$ cat config.mk
export PLATFORM = sky130hd
export DESIGN_NAME = h264_rtp_fua_packetizer
export DESIGN_NICKNAME = d
export VERILOG_FILES = /design/src/design/rfp_pkg.sv /design/src/design/h264_rtp_fua_packetizer.sv /design/src/design/rfp_core.sv /design/src/design/rfp_outbuf.sv
export SDC_FILE = /design/constraint.sdc
export NUM_CORES = 1
export LEC_CHECK = 0
export BUFFER_PORTS_ARGS = -buffer_cell sky130_fd_sc_hd__buf_4
export CORE_UTILIZATION = 38
export CTS_CLUSTER_DIAMETER = 200
export DETAILED_ROUTE_END_ITERATION = 10
export GPL_ROUTABILITY_DRIVEN = 0
export PLACE_DENSITY = 0.54
export SKIP_CTS_REPAIR_TIMING = 1
export SLEW_MARGIN = 0
export SYNTH_ARGS = -nofsm -noshare
export SYNTH_HDL_FRONTEND = slang
export SYNTH_SLANG_ARGS = --single-unit
export TNS_END_PERCENT = 10
$ cat constraint.sdc
create_clock -name i_clk -period 8.5 [get_ports i_clk]
set_input_delay 1.7 -clock i_clk [delete_from_list [all_inputs] [get_ports i_clk]]
set_output_delay 1.7 -clock i_clk [all_outputs]
set_load 0.01 [all_outputs]
$ cat src/design/rfp_pkg.sv
package rfp_pkg;

    // Field widths fixed by the stream format
    localparam int BYTE_W    = 8;
    localparam int IN_LEN_W  = 16;
    localparam int SEQ_W     = 16;
    localparam int TS_W      = 32;
    localparam int MAXP_W    = 12;
    localparam int STEP_W    = 17;
    localparam int CFG_DATA_W = 17;
    localparam int LENGTH_BITS_DEF = 16;

    // Configuration register indexes
    localparam logic CFG_MAX_PAYLOAD = 1'b0;
    localparam logic CFG_TS_STEP     = 1'b1;

    localparam logic [MAXP_W-1:0] MAX_PAYLOAD_RST = 12'd1400;
    localparam logic [STEP_W-1:0] TS_STEP_RST     = 17'd3000;
    localparam logic [MAXP_W-1:0] MAX_PAYLOAD_MIN = 12'd2;

    // NAL header fields and FU-A codes
    localparam logic [7:0] NAL_TYPE_MASK = 8'h1F;
    localparam logic [7:0] NAL_FNRI_MASK = 8'hE0;
    localparam logic [7:0] NAL_TYPE_FU_A = 8'd28;
    localparam logic [7:0] NAL_TYPE_SPS  = 8'd7;
    localparam logic [7:0] NAL_TYPE_PPS  = 8'd8;
    localparam logic [7:0] FU_S_BIT      = 8'h80;
    localparam logic [7:0] FU_E_BIT      = 8'h40;

    // Up to three result bytes caused by one input byte
    typedef struct packed {
        logic [1:0]              cnt;
        logic [2:0][BYTE_W-1:0]  data;
        logic [2:0]              first;
        logic [2:0]              last;
        logic [SEQ_W-1:0]        seq;
        logic [TS_W-1:0]         ts;
    } t_bundle;

endpackage

$ cat src/design/h264_rtp_fua_packetizer.sv
// The first result of an accepted byte enters the result buffer at the acceptance edge.
// Throughput: one input byte per cycle while the output is not stalled and each byte yields
// at most one payload byte; the first data byte of a fragment yields three bytes.
// A two-entry result buffer sets how far the input may run ahead of the output.
// Reset (synchronous, active low) clears the unit state, sequence number and timestamp, and
// returns max_payload to 1400 and timestamp_step to 3000.
module h264_rtp_fua_packetizer
    import rfp_pkg::*;
#(
    parameter int LENGTH_BITS = LENGTH_BITS_DEF
) (
    input  logic                  i_clk,
    input  logic                  i_rst_n,
    // Configuration writes
    input  logic                  i_cfg_we,
    input  logic                  i_cfg_addr,
    input  logic [CFG_DATA_W-1:0] i_cfg_wdata,
    // Input NAL byte stream
    input  logic                  i_s_axis_tvalid,
    output logic                  o_s_axis_tready,
    input  logic [23:0]           i_s_axis_tdata,   // [7:0] nal_byte, [23:8] unit_length
    input  logic                  i_s_axis_tuser,   // [0] unit_start
    // Output RTP payload stream
    output logic                  o_m_axis_tvalid,
    input  logic                  i_m_axis_tready,
    output logic [55:0]           o_m_axis_tdata,   // [7:0] out_byte, [23:8] sequence_res,
                                                    // [55:24] timestamp
    output logic                  o_m_axis_tlast,   // packet_last
    output logic [1:0]            o_m_axis_tuser    // [0] packet_first, [1] run_last
);

    // A request on the input side is taken whenever the result buffer has a free entry, so a
    // single finished result waiting at the output does not stop the next byte from being processed.
    logic    accept;
    logic    push;
    t_bundle bundle;
    logic    buf_ready;

    logic [BYTE_W-1:0] out_byte;
    logic              out_first;
    logic              out_last;
    logic              out_run_last;
    logic [SEQ_W-1:0]  out_seq;
    logic [TS_W-1:0]   out_ts;

    assign o_s_axis_tready = buf_ready;
    assign accept          = i_s_axis_tvalid && buf_ready;

    // The core keeps the per-unit state and turns each accepted byte into a bundle of up to
    // three payload bytes, inserting the FU indicator and FU header where a fragment opens.
    rfp_core #(
        .LENGTH_BITS (LENGTH_BITS)
    ) u_core (
        .i_clk         (i_clk),
        .i_rst_n       (i_rst_n),
        .i_cfg_we      (i_cfg_we),
        .i_cfg_addr    (i_cfg_addr),
        .i_cfg_wdata   (i_cfg_wdata),
        .i_accept      (accept),
        .i_nal_byte    (i_s_axis_tdata[7:0]),
        .i_unit_start  (i_s_axis_tuser),
        .i_unit_length (i_s_axis_tdata[23:8]),
        .o_push        (push),
        .o_bundle      (bundle)
    );

    // The output buffer holds bundles and hands their bytes out one request at a time.
    rfp_outbuf u_outbuf (
        .i_clk      (i_clk),
        .i_rst_n    (i_rst_n),
        .i_push     (push),
        .i_bundle   (bundle),
        .o_ready    (buf_ready),
        .o_valid    (o_m_axis_tvalid),
        .i_take     (i_m_axis_tready),
        .o_byte     (out_byte),
        .o_first    (out_first),
        .o_last     (out_last),
        .o_run_last (out_run_last),
        .o_seq      (out_seq),
        .o_ts       (out_ts)
    );

    assign o_m_axis_tdata = {out_ts, out_seq, out_byte};
    assign o_m_axis_tlast = out_last;
    assign o_m_axis_tuser = {out_run_last, out_first};

endmodule

$ cat src/design/rfp_core.sv
module rfp_core
    import rfp_pkg::*;
#(
    parameter int LENGTH_BITS = LENGTH_BITS_DEF
) (
    input  logic                  i_clk,
    input  logic                  i_rst_n,
    input  logic                  i_cfg_we,
    input  logic                  i_cfg_addr,
    input  logic [CFG_DATA_W-1:0] i_cfg_wdata,
    input  logic                  i_accept,
    input  logic [BYTE_W-1:0]     i_nal_byte,
    input  logic                  i_unit_start,
    input  logic [IN_LEN_W-1:0]   i_unit_length,
    output logic                  o_push,
    output t_bundle               o_bundle
);

    localparam int LEN_W = (LENGTH_BITS < IN_LEN_W) ? LENGTH_BITS : IN_LEN_W;

    logic [MAXP_W-1:0] r_max_payload;
    logic [STEP_W-1:0] r_ts_step;
    logic [LEN_W-1:0]  r_left,  n_left;
    logic [7:0]        r_saved, n_saved;
    logic              r_mode,  n_mode;
    logic [MAXP_W-1:0] r_fill,  n_fill;
    logic              r_first_frag, n_first_frag;
    logic [SEQ_W-1:0]  r_seq,   n_seq;
    logic [TS_W-1:0]   r_ts,    n_ts;

    logic [MAXP_W-1:0] mp;
    logic [LEN_W-1:0]  len_in;
    logic [LEN_W-1:0]  len1;
    logic [MAXP_W-1:0] fill_inc;
    logic [7:0]        hdr_type;
    logic [7:0]        fu_hdr;
    logic              frag_last;

    assign mp = (r_max_payload < MAX_PAYLOAD_MIN) ? MAX_PAYLOAD_MIN : r_max_payload;
    assign len_in = i_unit_length[LEN_W-1:0];
    assign len1 = (len_in == '0) ? LEN_W'(1) : len_in;
    assign fill_inc = r_fill + MAXP_W'(1);

    always_comb begin
        n_left       = r_left;
        n_saved      = r_saved;
        n_mode       = r_mode;
        n_fill       = r_fill;
        n_first_frag = r_first_frag;
        n_seq        = r_seq;
        n_ts         = r_ts;
        o_push       = 1'b0;
        o_bundle     = '0;
        o_bundle.seq = r_seq;
        o_bundle.ts  = r_ts;
        hdr_type     = '0;
        fu_hdr       = '0;
        frag_last    = 1'b0;

        if (i_accept) begin
            if (i_unit_start) begin
                n_saved      = i_nal_byte;
                n_left       = len1 - LEN_W'(1);
                n_first_frag = 1'b1;
                n_fill       = '0;
                if (32'(len1) <= 32'(mp)) begin
                    n_mode            = 1'b0;
                    o_push            = 1'b1;
                    o_bundle.cnt      = 2'd1;
                    o_bundle.data[0]  = i_nal_byte;
                    o_bundle.first[0] = 1'b1;
                    o_bundle.last[0]  = (n_left == '0);
                    if (n_left == '0) begin
                        n_seq    = r_seq + SEQ_W'(1);
                        hdr_type = i_nal_byte & NAL_TYPE_MASK;
                        if (hdr_type != NAL_TYPE_SPS && hdr_type != NAL_TYPE_PPS) begin
                            n_ts = r_ts + TS_W'(r_ts_step);
                        end
                    end
                end else begin
                    n_mode = 1'b1;
                end
            end else if (r_left != '0) begin
                n_left = r_left - LEN_W'(1);
                if (!r_mode) begin
                    o_push            = 1'b1;
                    o_bundle.cnt      = 2'd1;
                    o_bundle.data[0]  = i_nal_byte;
                    o_bundle.last[0]  = (n_left == '0);
                    if (n_left == '0) begin
                        n_seq    = r_seq + SEQ_W'(1);
                        hdr_type = r_saved & NAL_TYPE_MASK;
                        if (hdr_type != NAL_TYPE_SPS && hdr_type != NAL_TYPE_PPS) begin
                            n_ts = r_ts + TS_W'(r_ts_step);
                        end
                    end
                end else begin
                    frag_last = (fill_inc >= mp) || (n_left == '0);
                    o_push    = 1'b1;
                    if (r_fill == '0) begin
                        // Fragment opens: FU indicator and FU header go first
                        fu_hdr = r_saved & NAL_TYPE_MASK;
                        if (r_first_frag) begin
                            fu_hdr = fu_hdr | FU_S_BIT;
                        end
                        if (32'(r_left) <= 32'(mp)) begin
                            fu_hdr = fu_hdr | FU_E_BIT;
                        end
                        o_bundle.cnt      = 2'd3;
                        o_bundle.data[0]  = (r_saved & NAL_FNRI_MASK) | NAL_TYPE_FU_A;
                        o_bundle.first[0] = 1'b1;
                        o_bundle.data[1]  = fu_hdr;
                        o_bundle.data[2]  = i_nal_byte;
                        o_bundle.last[2]  = frag_last;
                        n_first_frag      = 1'b0;
                    end else begin
                        o_bundle.cnt     = 2'd1;
                        o_bundle.data[0] = i_nal_byte;
                        o_bundle.last[0] = frag_last;
                    end
                    n_fill = frag_last ? '0 : fill_inc;
                    if (frag_last) begin
                        n_seq = r_seq + SEQ_W'(1);
                        if (n_left == '0) begin
                            n_ts = r_ts + TS_W'(r_ts_step);
                        end
                    end
                end
            end
        end
    end

    always_ff @(posedge i_clk) begin
        if (!i_rst_n) begin
            r_max_payload <= MAX_PAYLOAD_RST;
            r_ts_step     <= TS_STEP_RST;
            r_left        <= '0;
            r_saved       <= '0;
            r_mode        <= 1'b0;
            r_fill        <= '0;
            r_first_frag  <= 1'b0;
            r_seq         <= '0;
            r_ts          <= '0;
        end else begin
            if (i_cfg_we) begin
                unique case (i_cfg_addr)
                    CFG_MAX_PAYLOAD: r_max_payload <= i_cfg_wdata[MAXP_W-1:0];
                    CFG_TS_STEP:     r_ts_step     <= i_cfg_wdata[STEP_W-1:0];
                    default:         r_ts_step     <= r_ts_step;
                endcase
            end
            r_left       <= n_left;
            r_saved      <= n_saved;
            r_mode       <= n_mode;
            r_fill       <= n_fill;
            r_first_frag <= n_first_frag;
            r_seq        <= n_seq;
            r_ts         <= n_ts;
        end
    end

endmodule

$ cat src/design/rfp_outbuf.sv
module rfp_outbuf
    import rfp_pkg::*;
(
    input  logic                     i_clk,
    input  logic                     i_rst_n,
    input  logic                     i_push,
    input  t_bundle                  i_bundle,
    output logic                     o_ready,
    output logic                     o_valid,
    input  logic                     i_take,
    output logic [BYTE_W-1:0]        o_byte,
    output logic                     o_first,
    output logic                     o_last,
    output logic                     o_run_last,
    output logic [SEQ_W-1:0]         o_seq,
    output logic [TS_W-1:0]          o_ts
);

    t_bundle    r_buf [2];
    logic       r_wr_ptr;
    logic       r_rd_ptr;
    logic [1:0] r_count;
    logic [1:0] r_idx;

    t_bundle    head;
    logic       head_done;
    logic       pop;

    assign head      = r_buf[r_rd_ptr];
    assign o_ready   = (r_count != 2'd2);
    assign o_valid   = (r_count != 2'd0);
    assign head_done = (r_idx == head.cnt - 2'd1);
    assign pop       = o_valid && i_take && head_done;

    assign o_byte     = head.data[r_idx];
    assign o_first    = head.first[r_idx];
    assign o_last     = head.last[r_idx];
    assign o_run_last = head_done;
    assign o_seq      = head.seq;
    assign o_ts       = head.ts;

    always_ff @(posedge i_clk) begin
        if (i_push) begin
            r_buf[r_wr_ptr] <= i_bundle;
        end
    end

    always_ff @(posedge i_clk) begin
        if (!i_rst_n) begin
            r_wr_ptr <= 1'b0;
            r_rd_ptr <= 1'b0;
            r_count  <= 2'd0;
            r_idx    <= 2'd0;
        end else begin
            if (i_push) begin
                r_wr_ptr <= ~r_wr_ptr;
            end
            if (pop) begin
                r_rd_ptr <= ~r_rd_ptr;
                r_idx    <= 2'd0;
            end else if (o_valid && i_take) begin
                r_idx <= r_idx + 2'd1;
            end
            case ({i_push, pop})
                2'b10:   r_count <= r_count + 2'd1;
                2'b01:   r_count <= r_count - 2'd1;
                default: r_count <= r_count;
            endcase
        end
    end

endmodule

Word-level counts from Yosys, hierarchy flattened
Memories as Yosys holds them, arrays and structs flattened. A register that Yosys moved wholly into a read port is not among the register bits.
Cells that the tools add are included.
Cells by class
  add/sub/neg operators: 9
  multiply operators: 0
  div/mod/pow operators: 0
  $lt $le $gt $ge: 5
  eq/ne operators: 12
  shifts and indexed selects: 0
  multiplexer cells: 72
  bitwise gates (word level): 4
  reductions and logical operators: 28
Operator list (count)
  32-bit two-way mux: 10
  16-bit two-way mux: 13
  12-bit two-way mux: 5
  26-bit two-way mux: 2
  16-bit logical NOT: 3
  8-bit two-way mux: 6
  32-bit by 17-bit adder with 32-bit output: 1
  16-bit by 12-bit <= comparator with 1-bit output: 2
  16-bit by 1-bit subtractor with 16-bit output (second input constant): 2
  1-bit two-way mux: 24
  16-bit by 1-bit adder with 16-bit output (second input constant): 1
  8-bit binary-select mux with 2-bit select: 1
  16-bit nonzero test: 1
  2-bit two-way mux: 7
  12-bit by 1-bit adder with 12-bit output (second input constant): 1
  12-bit greater-or-equal comparator: 1
  12-bit logical NOT: 1
  12-bit by 2-bit < comparator with 1-bit output (second input constant): 1
  2-bit nonzero test: 6
  5-bit by 3-bit != test with 1-bit output (second input constant): 2
  5-bit by 4-bit != test with 1-bit output (second input constant): 2
  2-bit AND reduction: 4
  8-bit AND reduction: 1
  7-bit two-way mux: 1
  19 further kinds: 32
Word-level totals
  flip-flop bits (word level): 121
  latch bits: 0
  memory bits (writable): 154
  ROM bits: 0
  input bits: 48
  memories kept: 1
Memory list
  u_outbuf.r_buf: depth 2, bits a word 77, rd ports 1, clocked after memory_dff 1, wr ports 1, RTL line rfp_outbuf.sv:19  | t_bundle r_buf [2];

Longest topological paths before layout
  depth in word-level cells: 9
  depth in mapped cells: 15

By module
A second synthesis with hierarchy kept.
Unflattened totals
  cells, all modules: 1347
  area total of the unflattened synthesis: 14303.7 sq um
Modules (own cells, without submodules)
  rfp_core: instances 1, cells an instance 1038, area each 8008.9 sq um, seq. area each 2302.2 sq um
  rfp_outbuf: instances 1, cells an instance 306, area each 6273.5 sq um, seq. area each 4944.7 sq um
  h264_rtp_fua_packetizer: instances 1, cells an instance 3, area each 21.3 sq um, seq. area each 0.0 sq um

Worst setup path before layout
No wires, ideal clock.
  kind: input to register
  start: input i_s_axis_tdata[12]
  end: memory u_outbuf.r_buf[0][0] (netlist name), enable pin
  arrival time: 6.935 ns
  slack: 1.054 ns
  stages on the path: 11
  buffers on the path: 1
  cells stage by stage: buf_2 -> nor4_1 -> and3_1 -> a31oi_1 -> ha_1 -> nand3_1 -> o31ai_1 -> a21oi_1 -> nor2_1 -> o21ai_0 -> nor2_1
Between the ends
  cells in the longest elaborated chain, start to end: 8
RTL lines
  start: declaration: RTL line h264_rtp_fua_packetizer.sv:21  | input logic [23:0] i_s_axis_tdata,
  16-bit logical NOT: RTL line rfp_core.sv:41  | assign len1 = (len_in == '0) ? LEN_W'(1) : len_in;
  16-bit two-way mux (*): RTL line rfp_core.sv:41
  16-bit by 12-bit <= comparator with 1-bit output (*): RTL line rfp_core.sv:66  | if (32'(len1) <= 32'(mp)) begin
  1-bit two-way mux (*): RTL line rfp_core.sv:66
  1-bit two-way mux (*): RTL line rfp_core.sv:61  | if (i_unit_start) begin
  1-bit two-way mux (*): RTL line rfp_core.sv:60  | if (i_accept) begin
  1-bit two-way mux (*): RTL line rfp_outbuf.sv:43  | if (i_push) begin
  1-bit two-way mux (implied by the code) (*): RTL line rfp_outbuf.sv:44  | r_buf[r_wr_ptr] <= i_bundle;
  end: declaration: RTL line rfp_outbuf.sv:19
Mark *: on every way between the ends. The rest lies on a longest branch, timed or not.

Worst setup path after layout
  start: input i_s_axis_tdata[12]
  end: register u_core.r_ts[19]
Between the ends
  cells in the longest elaborated chain, start to end: 6
  elaborated cells between the ends (all ways): 8
RTL lines
  16-bit logical NOT: RTL line rfp_core.sv:41
  16-bit two-way mux (*): RTL line rfp_core.sv:41
  16-bit by 1-bit subtractor with 16-bit output: RTL line rfp_core.sv:63  | n_left = len1 - LEN_W'(1);
  16-bit logical NOT: RTL line rfp_core.sv:73  | if (n_left == '0) begin
  2-bit by 1-bit != test with 1-bit output (no line)
  8-bit AND reduction (no line) (*)
  end signal: assignment: RTL line rfp_core.sv:158  | r_ts <= n_ts;
  end: declaration: RTL line rfp_core.sv:29  | logic [TS_W-1:0] r_ts, n_ts;
Marked as above.
A chain may end at the register's enable or synchronous reset.

==> metrics <==
starting density of the core=39.0%; mean area per synthesized cell=roughly 11 um^2; final slew viol count=0; Avg WL per Cell=18.1 um; synthesis-to-layout area growth=16.3%; overall die width=about 190 um; num ports=around 110; violation count after the first detailed-route iteration=approximately 620; largest area contributor in the synthesized netlist=sky130_fd_sc_hd__edfxtp_1; proportion of synthesized area in mux cells=under 10%; endpoints failing hold=0; xor and xnor fraction of the mapped netlist area=roughly 2.5%; main area contributors after synthesis=sky130_fd_sc_hd__edfxtp_1, sky130_fd_sc_hd__dfxtp_1, sky130_fd_sc_hd__ha_1, sky130_fd_sc_hd__mux2_2, sky130_fd_sc_hd__a21oi_1; number of global-route vias before repair=between 9000 and 10000; Cell Area, Placed=14800 um^2; count of vias placed by the detailed router=about 9900; H-tree levels=1; Final Hold Slack=about 0.45 ns; #FFs+latches synth=roughly 270; most numerous cell in the Yosys netlist=sky130_fd_sc_hd__edfxtp_1; HPWL reported at the end of detailed placement=between 20 and 25 mm; maximum number of pins on one net before global-route repair=70; sink count of the clock tree=approximately 270; placeable core region=~35000 um^2; cell at the slowest stage of the critical path=sky130_fd_sc_hd__nor3b_1; worst hold path stage count=2; final routed DRC violation total=0; count of cell types in the netlist=68; adder-cell area share of the yosys netlist=under 10%; register cell area after layout=roughly 7000 um^2; pwr/cell area=204 nW/um^2; share of the synthesized area in the top cell type=between 30% and 40%; maximum VDD drop=around 0.16 mV; filler instances=around 3300; slew at the pin with the worst max-slew slack=1.24 ns; startpoint kind of the worst setup timing path=primary input; Hold Crit Class=register to register; capturing element of the worst setup path=u_core.r_ts[19]; ys flop type=sky130_fd_sc_hd__edfxtp_1; # diodes=0; number of buffer cells added on primary ports=about 110; startpoint-to-endpoint class of the critical path=primary input to register; cell area after layout=15800 um^2; crit-path cells=buf_4 -> nor4_1 -> and3_1 -> a31oi_1 -> ha_1 -> nor3b_1 -> a21boi_1 -> a2111oi_1 -> nand4_1 -> nor4_4 -> a22oi_2 -> or4_1 -> a21oi_1; final critical delay including setup and external delays=5.60 ns; number of buffers created by CTS=30; startpoint of the worst-slack reg-to-reg timing path=u_core.r_max_payload[4]; antenna-violating nets left=0; number of antenna violations at the first check in global routing=0; number of buffer and inverter stages on the critical path=1; Critical Path Sink Type=register; nets=1477; synthesized netlist cell count=1293; share of the clock period used by the worst path after layout=65.8%; setup repair after global routing missed its margin=false; normalized max-slew margin=between 10% and 20%; Commonest cells post-synth=sky130_fd_sc_hd__edfxtp_1, sky130_fd_sc_hd__nand2_1, sky130_fd_sc_hd__dfxtp_1; setup slack of the worst register-to-register path=between 4 and 5 ns; worst skew pair latency=between 0.5 and 0.6 ns; max cap viols=0; first-pass GRT wire length=approximately 53 mm; overall overflow remaining after global route=0; Mapped Area=approximately 14000 um^2; Final Instance Count excl. Fillers=roughly 1800; Worst EP arrival=just over 6 ns; share of synthesized flip-flops with an asynchronous set or reset=0%; run status=finished clean; critical path launch point=i_s_axis_tdata[12]; Pre-Repair DR Iteration Count=5; area enclosed by the die boundary=approximately 37000 um^2; total power consumption of the routed design=3230 uW; number of buffers between clock root and the deepest sink=3; share of the synthesized area in compound gates (AO/OA/AOI/OAI)=between 10 and 15%; reg2reg path depth=13; max frequency=around 180 MHz; delay of the slowest cell on the worst path=~0.62 ns; number of warnings issued by yosys=0; total length of routed wires=between 30 and 40 mm; Crit Path Max Fanout=19; layout cells sized above 1=17.8%; cell family with the largest share of critical-path delay=simple AND/OR/NAND/NOR gates; number of enable-type register cells in the synthesized netlist=~150; total number of cells along the worst setup path=13; mean number of vias per cell=5.35; worst clock skew=just under 0.02 ns; area fraction in and, or, nand and nor cells after synthesis=17.0%; clock edge transition at the registers on the reported setup and hold paths=roughly 0.060 ns; number of endpoints failing setup at the final stage=0; clock tree from TritonCTS=built; overall fraction of global-route tracks in use=a little under a fifth; Die Y-Extent=about 190 um; nets in the synthesized netlist=about 1400; setup_tns=0 ns; largest family of logic cells by synthesized area=simple AND/OR/NAND/NOR gates; Inst Count DP=1792; reported leakage power=between 0.006 and 0.007 uW; Core Rows=between 60 and 70; sequential area share after synthesis=between 50% and 60%; root buf cell=sky130_fd_sc_hd__clkbuf_16; multi-input combinational cell area=just over 6000 um^2; terminus of the critical flop-to-flop path=u_outbuf.r_buf[1][34]; critical path data required time=around 9 ns
[through the flow]
stage               utilization, %  setup WS, ns
floorplan                        -          1.05
global placement              42.4          2.59
detailed placement            42.4          2.33
CTS                           45.4          2.93
global route                  45.4          2.62
finish                        45.4          2.90
[cells by family (layout without fill, tap and decap cells)]
family,Yosys count,count (layout)
AND/OR/NAND/NOR,452,452
flip-flops,274,274
AO/OA/AOI/OAI,264,264
buffers and inverters,112,212
multiplexers,92,92
adder cells (fa/ha/maj),60,60
XOR/XNOR,39,39
[worst reg2reg max path, stage by stage, from the launching register on]
cell and delay, ns:
sky130_fd_sc_hd__dfxtp_1 0.31, sky130_fd_sc_hd__nor4_1 0.52, sky130_fd_sc_hd__nand3_1 0.24, sky130_fd_sc_hd__and2_1 0.26, sky130_fd_sc_hd__ha_1 0.18, sky130_fd_sc_hd__nor2b_1 0.10
sky130_fd_sc_hd__o21ai_0 0.08, sky130_fd_sc_hd__a21o_1 0.18, sky130_fd_sc_hd__a21oi_1 0.37, sky130_fd_sc_hd__nor2_1 0.15, sky130_fd_sc_hd__o21ai_0 0.63, sky130_fd_sc_hd__inv_1 0.15
sky130_fd_sc_hd__and2_4 0.25, sky130_fd_sc_hd__buf_4 0.39
[power by group]
part,total [uW],internal (uW),switching [uW]
Sequential,1500,1450,43.9
Combinational,392,163,229
Clock,1340,818,524
Total,3230,2440,797
[state kept, by name (all words and copies together) (netlist names), 2 cells and up, named ones only]
name	count
u_outbuf.r_buf	152
u_core.r_ts	32
u_core.r_ts_step	17
u_core.r_left	16
u_core.r_seq	16
u_core.r_fill	12
u_core.r_max_payload	12
u_core.r_saved	8
u_outbuf.r_count	2
u_outbuf.r_idx	2
[final cells by class]
type                            instances  share of cell area [%]
Tap cell                              455                    3.60
Clock inverter                         13                   0.901
Sequential cell                       274                    44.3
Inverter                               40                   0.948
Multi-Input combinational cell        907                    39.1
Clock buffer                           43                    5.63
Timing Repair Buffer                  116                    5.50
[worst min-delay path by stage]
stage,start,to,slack [ns]
floorplan,u_core.r_ts[24],u_outbuf.r_buf[0][24],0.42
global placement,u_core.r_saved[5],u_core.r_saved[5],0.44
detailed placement,u_core.r_saved[6],u_core.r_saved[6],0.45
CTS,u_core.r_saved[6],u_core.r_saved[6],0.45
global route,u_core.r_saved[5],u_core.r_saved[5],0.47
finish,u_core.r_saved[6],u_core.r_saved[6],0.45
[routing by layer]
metal | GRT usage (%) | vias up | routed length [um]
li1 | - | 4912 | -
met1 | 25.0 | 4736 | 15800
met2 | 31.0 | 191 | 15600
met3 | 2.52 | 47 | 1430
met4 | 4.58 | 0 | 644
met5 | 0 | - | 0
[placed cells by master (no fill, tap or decap), drive strengths merged, types with 23 or more instances in the layout]
| master | n |
|---|---|
| buf | 116 |
| mux2 | 48 |
| dfxtp | 122 |
| clkbuf | 43 |
| nand2 | 129 |
| o21ai | 46 |
| nand3 | 32 |
| xnor2 | 23 |
| and2 | 25 |
| inv | 41 |
| nor2 | 98 |
| mux2i | 35 |
| edfxtp | 152 |
| a21oi | 98 |
| ha | 59 |
Power figures use the tool's default switching activity.
